==> config.mk <==
export PLATFORM = sky130hd
export DESIGN_NAME = integer_literal_parser_unit_flat
export DESIGN_NICKNAME = d
export VERILOG_FILES = /design/src/hdl/ilp_pkg.sv /design/src/hdl/ilp_in_if.sv /design/src/hdl/ilp_out_if.sv /design/src/hdl/integer_literal_parser_unit.sv /design/src/hdl/ilp_front.sv /design/src/hdl/ilp_queue.sv /design/src/hdl/ilp_back.sv /design/src/flat_wrapper.sv
export SDC_FILE = /design/constraint.sdc
export NUM_CORES = 1
export LEC_CHECK = 0
export BUFFER_PORTS_ARGS = -buffer_cell sky130_fd_sc_hd__buf_2
export CELL_PAD_IN_SITES_DETAIL_PLACEMENT = 0
export CELL_PAD_IN_SITES_GLOBAL_PLACEMENT = 2
export CORE_ASPECT_RATIO = 1.75
export CORE_MARGIN = 3
export CORE_UTILIZATION = 39
export DETAILED_ROUTE_END_ITERATION = 8
export PLACE_DENSITY = 0.8
export SLEW_MARGIN = 20
export SYNTH_ARGS = -nofsm -noshare
export SYNTH_HDL_FRONTEND = slang
export SYNTH_SLANG_ARGS = --single-unit
==> constraint.sdc <==
create_clock -name i_clk -period 5.5 [get_ports i_clk]
set_input_delay 0.55 -clock i_clk [delete_from_list [all_inputs] [get_ports i_clk]]
set_output_delay 0.55 -clock i_clk [all_outputs]
set_load 0.02 [all_outputs]
==> src/hdl/ilp_pkg.sv <==
`timescale 1ns / 1ps

package ilp_pkg;

    localparam int VALUE_BITS  = 64;
    localparam int OUT_BITS    = 64;
    localparam int CHAR_BITS   = 8;
    localparam int DIGIT_BITS  = 5;
    localparam int QUEUE_DEPTH = 2;
    localparam int Q_PTR_W     = (QUEUE_DEPTH > 1) ? $clog2(QUEUE_DEPTH) : 1;
    localparam int Q_CNT_W     = $clog2(QUEUE_DEPTH + 1);

    localparam logic [DIGIT_BITS-1:0] DIGIT_NONE = DIGIT_BITS'(16);

    localparam logic [CHAR_BITS-1:0] CH_UNDER = "_";
    localparam logic [CHAR_BITS-1:0] CH_ZERO  = "0";
    localparam logic [CHAR_BITS-1:0] CH_X_LO  = "x";
    localparam logic [CHAR_BITS-1:0] CH_X_UP  = "X";
    localparam logic [CHAR_BITS-1:0] CH_B_LO  = "b";
    localparam logic [CHAR_BITS-1:0] CH_B_UP  = "B";

    typedef logic [CHAR_BITS-1:0]  t_char;
    typedef logic [DIGIT_BITS-1:0] t_digit;
    typedef logic [VALUE_BITS-1:0] t_acc;
    typedef logic [OUT_BITS-1:0]   t_value;

    typedef struct packed {
        t_char  char_code;
        t_digit digit;
        logic   is_under;
        logic   is_zero;
        logic   is_hex_mark;
        logic   is_bin_mark;
        logic   is_last;
    } t_token;

    function automatic t_digit digit_of(t_char c);
        t_digit d;
        d = DIGIT_NONE;
        case (c) inside
            ["0":"9"]: d = DIGIT_BITS'(c - "0");
            ["a":"f"]: d = DIGIT_BITS'(c - "a" + 8'd10);
            ["A":"F"]: d = DIGIT_BITS'(c - "A" + 8'd10);
            default:   d = DIGIT_NONE;
        endcase
        return d;
    endfunction

endpackage

==> src/hdl/ilp_in_if.sv <==
`timescale 1ns / 1ps

interface ilp_in_if;
    import ilp_pkg::*;

    logic  valid;
    logic  ready;
    t_char char_code;
    logic  is_last;

    modport source (output valid, output char_code, output is_last, input ready);
    modport sink (input valid, input char_code, input is_last, output ready);
endinterface

==> src/hdl/ilp_out_if.sv <==
`timescale 1ns / 1ps

interface ilp_out_if;
    import ilp_pkg::*;

    logic   valid;
    logic   ready;
    t_value value;
    logic   ok;

    modport source (output valid, output value, output ok, input ready);
    modport sink (input valid, input value, input ok, output ready);
endinterface

==> src/hdl/integer_literal_parser_unit.sv <==
`timescale 1ns / 1ps
// Channel   Dir  Payload              Meaning
// i_in      in   char_code, is_last   one character of a literal, last one marked
// o_out     out  value, ok            parsed value and validity, one per literal
//
// One character is taken per cycle when the queue has room; the last character
// of a literal passes through the queue, and its result is registered at the output.
// Back-end steps, a shift-add and overflow compare on the 68-bit product, run
// one per cycle but for an empty queue or a last character behind a stall.
// Reset is synchronous and active low and clears the queue and the parse state.
// A stalled result holds the output register; characters keep flowing until
// another last character reaches the back end and the two-entry queue fills.

module integer_literal_parser_unit (
    input  logic       i_clk,
    input  logic       i_rst_n,
    ilp_in_if.sink     i_in,
    ilp_out_if.source  o_out
);
    import ilp_pkg::*;

    logic    push;
    logic    push_ready;
    t_token  push_token;
    logic    q_valid;
    t_token  q_token;
    logic    pop;

    ilp_front u_front (
        .i_in         (i_in),
        .o_push       (push),
        .o_token      (push_token),
        .i_push_ready (push_ready)
    );

    ilp_queue u_queue (
        .i_clk        (i_clk),
        .i_rst_n      (i_rst_n),
        .i_push       (push),
        .i_token      (push_token),
        .o_push_ready (push_ready),
        .o_valid      (q_valid),
        .o_token      (q_token),
        .i_pop        (pop)
    );

    ilp_back u_back (
        .i_clk   (i_clk),
        .i_rst_n (i_rst_n),
        .i_valid (q_valid),
        .i_token (q_token),
        .o_pop   (pop),
        .o_out   (o_out)
    );

endmodule

==> src/hdl/ilp_front.sv <==
`timescale 1ns / 1ps

module ilp_front (
    ilp_in_if.sink           i_in,
    output logic             o_push,
    output ilp_pkg::t_token  o_token,
    input  logic             i_push_ready
);
    import ilp_pkg::*;

    assign i_in.ready = i_push_ready;
    assign o_push     = i_in.valid;

    always_comb begin
        o_token.char_code   = i_in.char_code;
        o_token.digit       = digit_of(i_in.char_code);
        o_token.is_under    = (i_in.char_code == CH_UNDER);
        o_token.is_zero     = (i_in.char_code == CH_ZERO);
        o_token.is_hex_mark = (i_in.char_code == CH_X_LO) || (i_in.char_code == CH_X_UP);
        o_token.is_bin_mark = (i_in.char_code == CH_B_LO) || (i_in.char_code == CH_B_UP);
        o_token.is_last     = i_in.is_last;
    end

endmodule

==> src/hdl/ilp_queue.sv <==
`timescale 1ns / 1ps

module ilp_queue (
    input  logic             i_clk,
    input  logic             i_rst_n,
    input  logic             i_push,
    input  ilp_pkg::t_token  i_token,
    output logic             o_push_ready,
    output logic             o_valid,
    output ilp_pkg::t_token  o_token,
    input  logic             i_pop
);
    import ilp_pkg::*;

    t_token               r_mem [QUEUE_DEPTH];
    logic [Q_PTR_W-1:0]   r_wr;
    logic [Q_PTR_W-1:0]   r_rd;
    logic [Q_CNT_W-1:0]   r_cnt;
    logic [Q_PTR_W-1:0]   n_wr;
    logic [Q_PTR_W-1:0]   n_rd;
    logic [Q_CNT_W-1:0]   n_cnt;
    logic                 do_push;
    logic                 do_pop;

    assign o_push_ready = (r_cnt != Q_CNT_W'(QUEUE_DEPTH));
    assign o_valid      = (r_cnt != '0);
    assign o_token      = r_mem[r_rd];
    assign do_push      = i_push && o_push_ready;
    assign do_pop       = i_pop && o_valid;

    always_comb begin
        n_wr  = r_wr;
        n_rd  = r_rd;
        n_cnt = r_cnt;
        if (do_push) begin
            n_wr = (r_wr == Q_PTR_W'(QUEUE_DEPTH - 1)) ? '0 : r_wr + 1'b1;
        end
        if (do_pop) begin
            n_rd = (r_rd == Q_PTR_W'(QUEUE_DEPTH - 1)) ? '0 : r_rd + 1'b1;
        end
        if (do_push && !do_pop) begin
            n_cnt = r_cnt + 1'b1;
        end else if (do_pop && !do_push) begin
            n_cnt = r_cnt - 1'b1;
        end
    end

    always_ff @(posedge i_clk) begin
        if (!i_rst_n) begin
            r_wr  <= '0;
            r_rd  <= '0;
            r_cnt <= '0;
        end else begin
            r_wr  <= n_wr;
            r_rd  <= n_rd;
            r_cnt <= n_cnt;
        end
    end

    always_ff @(posedge i_clk) begin
        if (do_push) begin
            r_mem[r_wr] <= i_token;
        end
    end

endmodule

==> src/hdl/ilp_back.sv <==
`timescale 1ns / 1ps

module ilp_back (
    input  logic             i_clk,
    input  logic             i_rst_n,
    input  logic             i_valid,
    input  ilp_pkg::t_token  i_token,
    output logic             o_pop,
    ilp_out_if.source        o_out
);
    import ilp_pkg::*;

    localparam int PROD_W = VALUE_BITS + 4;

    localparam logic [1:0] RADIX_DEC = 2'd0;
    localparam logic [1:0] RADIX_HEX = 2'd1;
    localparam logic [1:0] RADIX_BIN = 2'd2;

    localparam logic [1:0] PH_DIGITS   = 2'd0;
    localparam logic [1:0] PH_LEADZERO = 2'd1;
    localparam logic [1:0] PH_SUFFIX   = 2'd2;

    localparam logic [4:0] SX_EMPTY = 5'd0;
    localparam logic [4:0] SX_SIGN  = 5'd1;
    localparam logic [4:0] SX_DONE  = 5'd2;
    localparam logic [4:0] SX_ONE   = 5'd3;
    localparam logic [4:0] SX_THREE = 5'd4;
    localparam logic [4:0] SX_SIX   = 5'd5;
    localparam logic [4:0] SX_S     = 5'd6;
    localparam logic [4:0] SX_SI    = 5'd7;
    localparam logic [4:0] SX_SIZ   = 5'd8;
    localparam logic [4:0] SX_DEAD  = 5'd9;

    function automatic logic [4:0] sfx_next(logic [4:0] s, t_char c);
        logic [4:0] n;
        n = SX_DEAD;
        case (s)
            SX_EMPTY: n = ((c == "i") || (c == "u")) ? SX_SIGN : SX_DEAD;
            SX_SIGN: begin
                case (c)
                    "8":     n = SX_DONE;
                    "1":     n = SX_ONE;
                    "3":     n = SX_THREE;
                    "6":     n = SX_SIX;
                    "s":     n = SX_S;
                    default: n = SX_DEAD;
                endcase
            end
            SX_ONE:   n = (c == "6") ? SX_DONE : SX_DEAD;
            SX_THREE: n = (c == "2") ? SX_DONE : SX_DEAD;
            SX_SIX:   n = (c == "4") ? SX_DONE : SX_DEAD;
            SX_S:     n = (c == "i") ? SX_SI : SX_DEAD;
            SX_SI:    n = (c == "z") ? SX_SIZ : SX_DEAD;
            SX_SIZ:   n = (c == "e") ? SX_DONE : SX_DEAD;
            default:  n = SX_DEAD;
        endcase
        return n;
    endfunction

    t_acc        r_acc;
    logic [1:0]  r_radix;
    logic [1:0]  r_pos;
    logic [1:0]  r_phase;
    logic [4:0]  r_sfx;
    logic        r_ovf;
    logic        r_bad;
    logic        r_out_valid;
    t_value      r_out_value;
    logic        r_out_ok;

    t_acc        n_acc;
    logic [1:0]  n_radix;
    logic [1:0]  n_pos;
    logic [1:0]  n_phase;
    logic [4:0]  n_sfx;
    logic        n_ovf;
    logic        n_bad;
    logic        n_out_valid;

    logic [PROD_W-1:0] acc_ext;
    logic [PROD_W-1:0] digit_ext;
    logic [PROD_W-1:0] prod;
    logic              prod_ovf;
    t_digit            radix_val;
    logic              sfx_ok;
    t_value            res_value;
    logic              res_ok;

    assign o_pop = i_valid && (!i_token.is_last || !r_out_valid || o_out.ready);

    assign acc_ext   = PROD_W'(r_acc);
    assign digit_ext = PROD_W'(i_token.digit);

    always_comb begin
        case (r_radix)
            RADIX_HEX: begin
                prod      = (acc_ext << 4) + digit_ext;
                radix_val = DIGIT_BITS'(16);
            end
            RADIX_BIN: begin
                prod      = (acc_ext << 1) + digit_ext;
                radix_val = DIGIT_BITS'(2);
            end
            default: begin
                prod      = (acc_ext << 3) + (acc_ext << 1) + digit_ext;
                radix_val = DIGIT_BITS'(10);
            end
        endcase
    end

    assign prod_ovf = |prod[PROD_W-1:VALUE_BITS];

    always_comb begin
        n_acc     = r_acc;
        n_radix   = r_radix;
        n_pos     = r_pos;
        n_phase   = r_phase;
        n_sfx     = r_sfx;
        n_ovf     = r_ovf;
        n_bad     = r_bad;
        sfx_ok    = 1'b0;
        res_value = '0;
        res_ok    = 1'b0;
        if (o_pop) begin
            n_phase = (r_phase == PH_LEADZERO) ? PH_DIGITS : r_phase;
            if ((r_pos == 2'd1) && (r_phase == PH_LEADZERO) && !i_token.is_last
                    && (i_token.is_hex_mark || i_token.is_bin_mark)) begin
                n_radix = i_token.is_hex_mark ? RADIX_HEX : RADIX_BIN;
            end else if (n_phase == PH_SUFFIX) begin
                n_sfx = sfx_next(r_sfx, i_token.char_code);
            end else if (!i_token.is_under) begin
                if (i_token.digit == DIGIT_NONE) begin
                    n_phase = PH_SUFFIX;
                    n_sfx   = sfx_next(SX_EMPTY, i_token.char_code);
                end else begin
                    if (i_token.digit >= radix_val) begin
                        n_bad = 1'b1;
                    end else if (!r_ovf && !r_bad) begin
                        if (prod_ovf) begin
                            n_ovf = 1'b1;
                        end else begin
                            n_acc = prod[VALUE_BITS-1:0];
                        end
                    end
                    if ((r_pos == 2'd0) && i_token.is_zero) begin
                        n_phase = PH_LEADZERO;
                    end
                end
            end
            if (r_pos != 2'd2) begin
                n_pos = r_pos + 2'd1;
            end

            sfx_ok = (n_sfx == SX_EMPTY) || (n_sfx == SX_DONE);
            if (n_bad || !sfx_ok) begin
                res_value = '0;
                res_ok    = 1'b0;
            end else begin
                res_value = OUT_BITS'(n_acc);
                res_ok    = !n_ovf;
            end

            if (i_token.is_last) begin
                n_acc   = '0;
                n_radix = RADIX_DEC;
                n_pos   = 2'd0;
                n_phase = PH_DIGITS;
                n_sfx   = SX_EMPTY;
                n_ovf   = 1'b0;
                n_bad   = 1'b0;
            end
        end
    end

    always_comb begin
        n_out_valid = r_out_valid;
        if (o_pop && i_token.is_last) begin
            n_out_valid = 1'b1;
        end else if (o_out.ready) begin
            n_out_valid = 1'b0;
        end
    end

    always_ff @(posedge i_clk) begin
        if (!i_rst_n) begin
            r_acc       <= '0;
            r_radix     <= RADIX_DEC;
            r_pos       <= 2'd0;
            r_phase     <= PH_DIGITS;
            r_sfx       <= SX_EMPTY;
            r_ovf       <= 1'b0;
            r_bad       <= 1'b0;
            r_out_valid <= 1'b0;
        end else begin
            r_acc       <= n_acc;
            r_radix     <= n_radix;
            r_pos       <= n_pos;
            r_phase     <= n_phase;
            r_sfx       <= n_sfx;
            r_ovf       <= n_ovf;
            r_bad       <= n_bad;
            r_out_valid <= n_out_valid;
        end
    end

    always_ff @(posedge i_clk) begin
        if (o_pop && i_token.is_last) begin
            r_out_value <= res_value;
            r_out_ok    <= res_ok;
        end
    end

    assign o_out.valid = r_out_valid;
    assign o_out.value = r_out_value;
    assign o_out.ok    = r_out_ok;

endmodule

==> src/flat_wrapper.sv <==
// flat-port wrapper written by rule: the top's interface ports become plain ports
module integer_literal_parser_unit_flat import ilp_pkg::*;
  (i_clk, i_rst_n, i_in_valid, i_in_char_code, i_in_is_last, i_in_ready, o_out_valid, o_out_value, o_out_ok, o_out_ready);
  ilp_in_if i_in_i ();
  ilp_out_if o_out_i ();
  input  logic i_clk;
  input  logic i_rst_n;
  input wire logic [$bits(i_in_i.valid)-1:0] i_in_valid;
  input wire logic [$bits(i_in_i.char_code)-1:0] i_in_char_code;
  input wire logic [$bits(i_in_i.is_last)-1:0] i_in_is_last;
  output wire logic [$bits(i_in_i.ready)-1:0] i_in_ready;
  output wire logic [$bits(o_out_i.valid)-1:0] o_out_valid;
  output wire logic [$bits(o_out_i.value)-1:0] o_out_value;
  output wire logic [$bits(o_out_i.ok)-1:0] o_out_ok;
  input wire logic [$bits(o_out_i.ready)-1:0] o_out_ready;
  assign i_in_i.valid = i_in_valid;
  assign i_in_i.char_code = i_in_char_code;
  assign i_in_i.is_last = i_in_is_last;
  assign i_in_ready = i_in_i.ready;
  assign o_out_valid = o_out_i.valid;
  assign o_out_value = o_out_i.value;
  assign o_out_ok = o_out_i.ok;
  assign o_out_i.ready = o_out_ready;
  integer_literal_parser_unit u_core (.i_clk(i_clk), .i_rst_n(i_rst_n), .i_in(i_in_i), .o_out(o_out_i));
endmodule
Word-level counts from Yosys, hierarchy flattened
Memory sizes are Yosys's and may differ from the RTL's. A register that Yosys moved wholly into a read port is not among the register bits.
Index checks and enable logic that the tools add are counted.
Cells by class
  eq/ne operators: 33
  reductions and logical operators: 42
  bitwise gates (word level): 1
  multiplexer cells: 66
  add/subtract/negate cells: 14
  order comparisons: 7
Operator list (count)
  2-to-1 mux 64 bit: 8
  adder 68 x 5 -> 68 bit: 2
  one-hot mux 68 bit (2 select lines): 1
  equality test 8 x 7 -> 1 bit (second input constant): 10
  adder 67 x 65 -> 68 bit: 1
  adder 65 x 5 -> 66 bit: 1
  equality test 8 x 6 -> 1 bit (second input constant): 7
  2-to-1 mux 5 bit: 9
  one-hot mux 4 bit (8 select lines): 1
  2-to-1 mux 2 bit: 14
  2-to-1 mux 1 bit: 25
  2-to-1 mux 4 bit: 6
  equality test 5 x 3 -> 1 bit (second input constant): 4
  one-hot mux 4 bit (5 select lines): 1
  >= comparator 8 x 7 -> 1 bit (second input constant): 2
  <= comparator 8 x 7 -> 1 bit (second input constant): 2
  logical AND 1 bit: 14
  adder 5 x 4 -> 5 bit (second input constant): 2
  equality test 5 x 2 -> 1 bit (second input constant): 2
  logical NOT 5 bit: 2
  one-hot mux 5 bit (2 select lines): 1
  nonzero test 2 bit: 5
  subtractor 5 x 1 -> 5 bit (second input constant): 2
  >= comparator 8 x 6 -> 1 bit (second input constant): 1
  19 further kinds: 40
Storage, ports and cells
  memories kept: 1
  register bits after elaboration: 147
  RAM bits: 36
Memory list
  u_core.u_queue.r_mem: depth 2, width 18, read ports 1, clocked after Yosys merged registers in 1, write ports 1, RTL line ilp_queue.sv:15  | t_token r_mem [QUEUE_DEPTH];

Depth between registers and ports, before layout
  depth after elaboration: 13
  depth in mapped cells: 19
  gate-level depth less buffers: 15

By module
A second synthesis with hierarchy kept.
Unflattened totals
  cell total of the unflattened synthesis: 2008
  area, all modules: 16986.3 µm²
Modules (own cells, without submodules)
  ilp_back: cells each 1885, times used 1, area an instance 15127.0 µm², sequential area each 3513.4 µm²
  ilp_queue: cells each 80, times used 1, area an instance 1539.0 µm², sequential area each 1181.1 µm²
  ilp_front: cells each 43, times used 1, area an instance 320.3 µm², sequential area each 0.0 µm²

Worst setup path after synthesis
OpenSTA, ideal clock, no wires.
  path kind: flip-flop to flip-flop
  start point: register with a tool-made name
  end point: register u_core.u_back.r_ovf
  slack: 0.444 ns
  clock period less this slack: 5.056 ns
  stages on the path, launching flop included: 9
  arrival: 4.939 ns
  buffers on the path: 2
  data required time: 5.382 ns
  cells stage by stage: dfxtp_1 > buf_2 > buf_4 > mux2_2 > a21oi_1 > clkinv_1 > nor2_1 > nor2_1 > a22o_1
RTL lines
  end signal, assigned: RTL line ilp_back.sv:200  | r_ovf <= n_ovf;
  end, declared: RTL line ilp_back.sv:65  | logic r_ovf;

Final worst setup path
  start point: register u_core.u_back.r_acc[47]
  end point: register u_core.u_back.r_out_value[28] (netlist: u_core.u_back.o_out.value[28]) (data pin)
On the way
  word-level cells in the longest chain between the ends: 11
  elaborated cells on any way between the ends: 13
Ends and longest elaborated chain
  start, declared: RTL line ilp_back.sv:60  | t_acc r_acc;
  start signal, assigned: RTL line ilp_back.sv:195  | r_acc <= n_acc;
  adder 67 x 65 -> 68 bit: RTL line ilp_back.sv:105  | prod = (acc_ext << 3) + (acc_ext << 1) + digit_ext;
  adder 68 x 5 -> 68 bit: RTL line ilp_back.sv:105
  one-hot mux 68 bit (2 select lines) (*): RTL line ilp_back.sv:95  | case (r_radix)
  OR reduction 4 bit (*): RTL line ilp_back.sv:111  | assign prod_ovf = |prod[PROD_W-1:VALUE_BITS];
  2-to-1 mux 64 bit (*): RTL line ilp_back.sv:139  | if (prod_ovf) begin
  2-to-1 mux 64 bit (*): RTL line ilp_back.sv:138  | end else if (!r_ovf && !r_bad) begin
  2-to-1 mux 64 bit (*): RTL line ilp_back.sv:136  | if (i_token.digit >= radix_val) begin
  2-to-1 mux 64 bit (*): RTL line ilp_back.sv:132  | if (i_token.digit == DIGIT_NONE) begin
  2-to-1 mux 64 bit (*): RTL line ilp_back.sv:131  | end else if (!i_token.is_under) begin
  2-to-1 mux 64 bit (*): RTL line ilp_back.sv:129  | end else if (n_phase == PH_SUFFIX) begin
  2-to-1 mux 64 bit (*): RTL line ilp_back.sv:126  | if ((r_pos == 2'd1) && (r_phase == PH_LEADZERO) && !i_token.is_last
  end signal, assigned: RTL line ilp_back.sv:208  | r_out_value <= res_value;
  end, declared: RTL line ilp_back.sv:68  | t_value r_out_value;
Every way passes the cells marked *; elsewhere a longest branch is shown, timed or not.
A chain may end at the register's enable or synchronous reset.

==> impl_summary.txt <==
----------------------------------------------------
[Setup path]
  Required @ worst endpoint ... 5.73 ns
  Critical path type ... flop to flop
  Type of element launching the critical path ... flop
  Crit-path max FO ... 22
  Data arrival time of the worst path ... 5.60 ns
  Category of the worst setup path capture point ... flop

[Floorplan]
  Height of the chip ... 280 µm
  Total Die Area ... 45600 µm²
  Initial Util ... 0.398
  Area of the core region ... 42100 µm²
  Placement Rows ... slightly below 100
  Die X-Extent ... 163 µm
  IO Count ... 80

[STA]
  Worst clock skew ... approximately 0.016 ns
  Max_slew headroom ... 0.266
  Max-slew violations ... 0
  Worst hold margin ... between 0.2 and 0.3 ns
  Portion of the clock cycle consumed by the worst path in the final layout ... 0.977
  Transition time at the pin with the least slew margin ... about 1.1 ns
  Fin crit period ... about 5.4 ns
  Final number of setup-violating endpoints ... 0
  Max Clock Freq ... approximately 190 MHz
  Setup TNS ... 0 ns
  Setup repair after global routing missed its margin ... no
  Setup WS post-layout ... 0.127 ns
  Endpoints failing hold ... 0

[Hold path]
  Min-Delay Path Class ... input port to flop

[Clock tree]
  Setup Fix Bufs, Post-CTS ... 0
  CTS Root Buffer Type ... sky130_fd_sc_hd__clkbuf_16
  Buffers from clock root to sink, at most ... 2
  CTS tree ... done
  Number of buffers created by CTS ... 17
  Sinks on Clock Net ... between 150 and 200
  Clock transition at the registers of the reported paths ... about 0.090 ns
  Post-cts hold buffer count ... 0
  Clock insertion delay at the later pin of the skew report ... between 0.4 and 0.5 ns
  H-tree depth ... 4
  # resized after CTS ... 0

[Detailed routing]
  DR iter-0 viols ... around 1300
  Average via count per standard cell ... roughly 6.4
  Uppermost signal routing layer after detailed routing ... met4
  Total Routed Length ... about 67000 µm
  Total vias in the final route ... around 17000
  Count of nets left with antenna violations after detail routing ... 0
  Total routed wire length on the met1 layer ... 24100 µm
  Routed length per instance ... 25.9 µm
  Detailed route wirelength on metal2 ... between 30000 and 40000 µm
  DRC violation count after routing ... 0
  Pre-antenna DRT Iters ... 5
  Met3 wire length ... approximately 3000 µm

[GRT]
  First-pass GRT wire length ... 101000 µm
  Global-route total usage across every layer ... 0.291
  Overflow left after global routing ... 0
  Number of antenna violations at the first check in global routing ... 0
  Number of global-route vias before repair ... 16700
  Pin count of the biggest net entering global routing ... 76

[Yosys]
  Yosys warnings ... 0
  Main synth FF type ... sky130_fd_sc_hd__edfxtp_1
  Async SR Flop Fraction ... 0
  Syn Inst Count ... ~2000
  Sequential element share of the synthesized area ... 0.280
  Synthesized Nets ... 2181
  Number of enable-type register cells in the synthesized netlist ... 101
  Post-synthesis sequential element count ... 184
  Cell area after synthesis ... ~17000 µm²
  Count of cell types in the netlist ... a little under 90
  Per-instance average area after synthesis ... around 8.3 µm²

[Layout]
  Final #Nets ... about 2200
  Final antenna diode count ... 0
  Non-filler cells in the finished layout ... between 2000 and 3000
  Commonest cells after routing, fill and taps aside ... sky130_fd_sc_hd__a21oi_1 (159), sky130_fd_sc_hd__nand2_1 (149), sky130_fd_sc_hd__ha_1 (145)
  Fraction of final layout cells sized beyond drive strength 1 ... 0.119
  P&R area growth vs syn ... 10.7%
  Commonest non-fill, non-tap cell in the layout ... sky130_fd_sc_hd__a21oi_1
  Fillers ... 4356

[Placement]
  Input/output buffers ... 79
  Worst setup slack before clock tree synthesis ... around 0.28 ns
  Routability congestion estimate from global placement ... approximately 0.95
  Instance count after placement with tap cells included ... roughly 2600
  Detailed-placement wirelength estimate ... 51000 µm

[Outcome]
  Run status ... finished clean

[Power]
  PD cells ... roughly 250 nW/µm²
  Leakage dissipation ... slightly below 7 nW
  Peak supply drop ... around 0.19 mV

[Job]
  Count of maximum capacitance violations ... 0

----------------------------------------------------
-- per-layer routing --
| layer | GRT usage | up-vias |
|---|---|---|
| li1 | - | 7713 |
| met1 | 0.303 | 8036 |
| met2 | 0.537 | 702 |
| met3 | 0.0356 | 233 |
| met4 | 0.198 | 0 |
| met5 | 0 | - |
-- path summary, 6_finish.rpt --
| check | start | to | slack [ns] | cells after the start |
|---|---|---|---|---|
| setup / recovery | u_core.u_back.r_acc[47] | u_core.u_back.o_out.value[28] | 0.13 | 13 |
| hold / removal | i_in_is_last | u_core.u_queue.r_mem[0][0] | 0.28 | 1 |
| setup reg to reg | u_core.u_back.r_acc[47] | u_core.u_back.o_out.value[28] | 0.13 | 13 |
| hold reg to reg | u_core.u_back.r_acc[10] | u_core.u_back.r_acc[10] | 0.51 | 1 |
-- worst max-delay path, stage by stage, from the launching register on --
cell,delay [ns]
sky130_fd_sc_hd__dfxtp_1,0.61
sky130_fd_sc_hd__ha_1,0.31
sky130_fd_sc_hd__ha_1,0.52
sky130_fd_sc_hd__nand4_1,0.23
sky130_fd_sc_hd__nor3_1,0.39
sky130_fd_sc_hd__nand4_1,0.44
sky130_fd_sc_hd__a31oi_1,0.64
sky130_fd_sc_hd__a21oi_1,0.24
sky130_fd_sc_hd__o211ai_1,0.16
sky130_fd_sc_hd__o211a_1,0.26
sky130_fd_sc_hd__o31a_2,0.65
sky130_fd_sc_hd__buf_4,0.33
sky130_fd_sc_hd__nor4_1,0.08
sky130_fd_sc_hd__a31o_2,0.26
-- power breakdown --
part	internal (W)	total (W)	switching, W
sequential	0.00171	0.00180	0.0000952
clock	0.000654	0.00140	0.000750
combinational	0.000377	0.00138	0.00100
total	0.00274	0.00458	0.00185
-- cell families after synthesis --
group | count (synthesis) | synth area share
flops | 184 | 0.280
xor+xnor | 177 | 0.0925
simple gates | 640 | 0.192
compound gates | 637 | 0.259
fa+ha+maj | 149 | 0.113
mux | 19 | 0.0117
buf+inv | 213 | 0.0523
-- synthesized netlist by cell type (8+ instances only) --
master,instances,area [µm²]
sky130_fd_sc_hd__nor4_1,17,106
sky130_fd_sc_hd__o21bai_1,8,60.1
sky130_fd_sc_hd__nor3_1,78,390
sky130_fd_sc_hd__and2_1,8,50.1
sky130_fd_sc_hd__inv_1,50,188
sky130_fd_sc_hd__nor2b_1,10,62.6
sky130_fd_sc_hd__nand2b_1,15,93.8
sky130_fd_sc_hd__nor2_1,142,533
sky130_fd_sc_hd__or4_1,9,67.6
sky130_fd_sc_hd__and4_1,11,96.3
sky130_fd_sc_hd__o221ai_1,32,280
sky130_fd_sc_hd__a22o_1,28,245
sky130_fd_sc_hd__edfxtp_1,101,3030
sky130_fd_sc_hd__and3_1,21,131
sky130_fd_sc_hd__a221oi_1,22,193
sky130_fd_sc_hd__o21ai_1,10,50.1
sky130_fd_sc_hd__nand2_1,149,559
sky130_fd_sc_hd__o21ai_0,119,596
sky130_fd_sc_hd__clkbuf_1,105,394
sky130_fd_sc_hd__buf_2,45,225
sky130_fd_sc_hd__a211oi_1,39,293
sky130_fd_sc_hd__o31ai_1,16,120
sky130_fd_sc_hd__ha_1,146,1830
sky130_fd_sc_hd__a31o_2,10,87.6
sky130_fd_sc_hd__nand3_1,83,415
sky130_fd_sc_hd__dfxtp_1,83,1660
sky130_fd_sc_hd__a31oi_1,18,113
sky130_fd_sc_hd__mux2i_1,14,140
sky130_fd_sc_hd__xor2_1,62,543
sky130_fd_sc_hd__o211ai_1,25,188
sky130_fd_sc_hd__a21oi_1,159,796
sky130_fd_sc_hd__xnor2_1,115,1010
sky130_fd_sc_hd__a22oi_1,8,60.1
sky130_fd_sc_hd__o2bb2ai_1,47,412
sky130_fd_sc_hd__nand4_1,56,350
sky130_fd_sc_hd__a21o_1,22,165
-- cell type report --
cell class                      instances  area [µm²]  area share
Multi-Input combinational cell       1622       11200       0.606
Clock buffer                           17         425      0.0229
Timing Repair Buffer                  160        1050      0.0568
Inverter                               54         203      0.0109
Sequential cell                       184        4690       0.253
Clock inverter                         15         240      0.0130
Tap cell                              555         694      0.0375
-- state kept, by name, indices dropped and copies added, names as in the netlist, 2 cells and up, named ones only --
| register | flops |
|---|---|
| u_core.u_queue.r_cnt | 2 |
| u_core.u_back.r_radix | 2 |
| u_core.u_back.r_phase | 2 |
| u_core.u_queue.r_mem | 36 |
| u_core.u_back.r_pos | 2 |
| u_core.u_back.r_sfx | 5 |
| u_core.u_back.r_acc | 64 |
| u_core.u_back.o_out.value | 64 |
-- through the flow --
| stage | total power (W) | area, µm² | utilization |
|---|---|---|---|
| after floorplan | 0.00267 | 16800 | - |
| after global routing | 0.00477 | 18500 | 0.440 |
| final | 0.00458 | 18500 | 0.440 |
| after detailed placement | 0.00321 | 17900 | 0.424 |
| after CTS | 0.00462 | 18500 | 0.440 |
| after global placement | 0.00320 | 17900 | 0.424 |
Power figures use the tool's default switching activity.
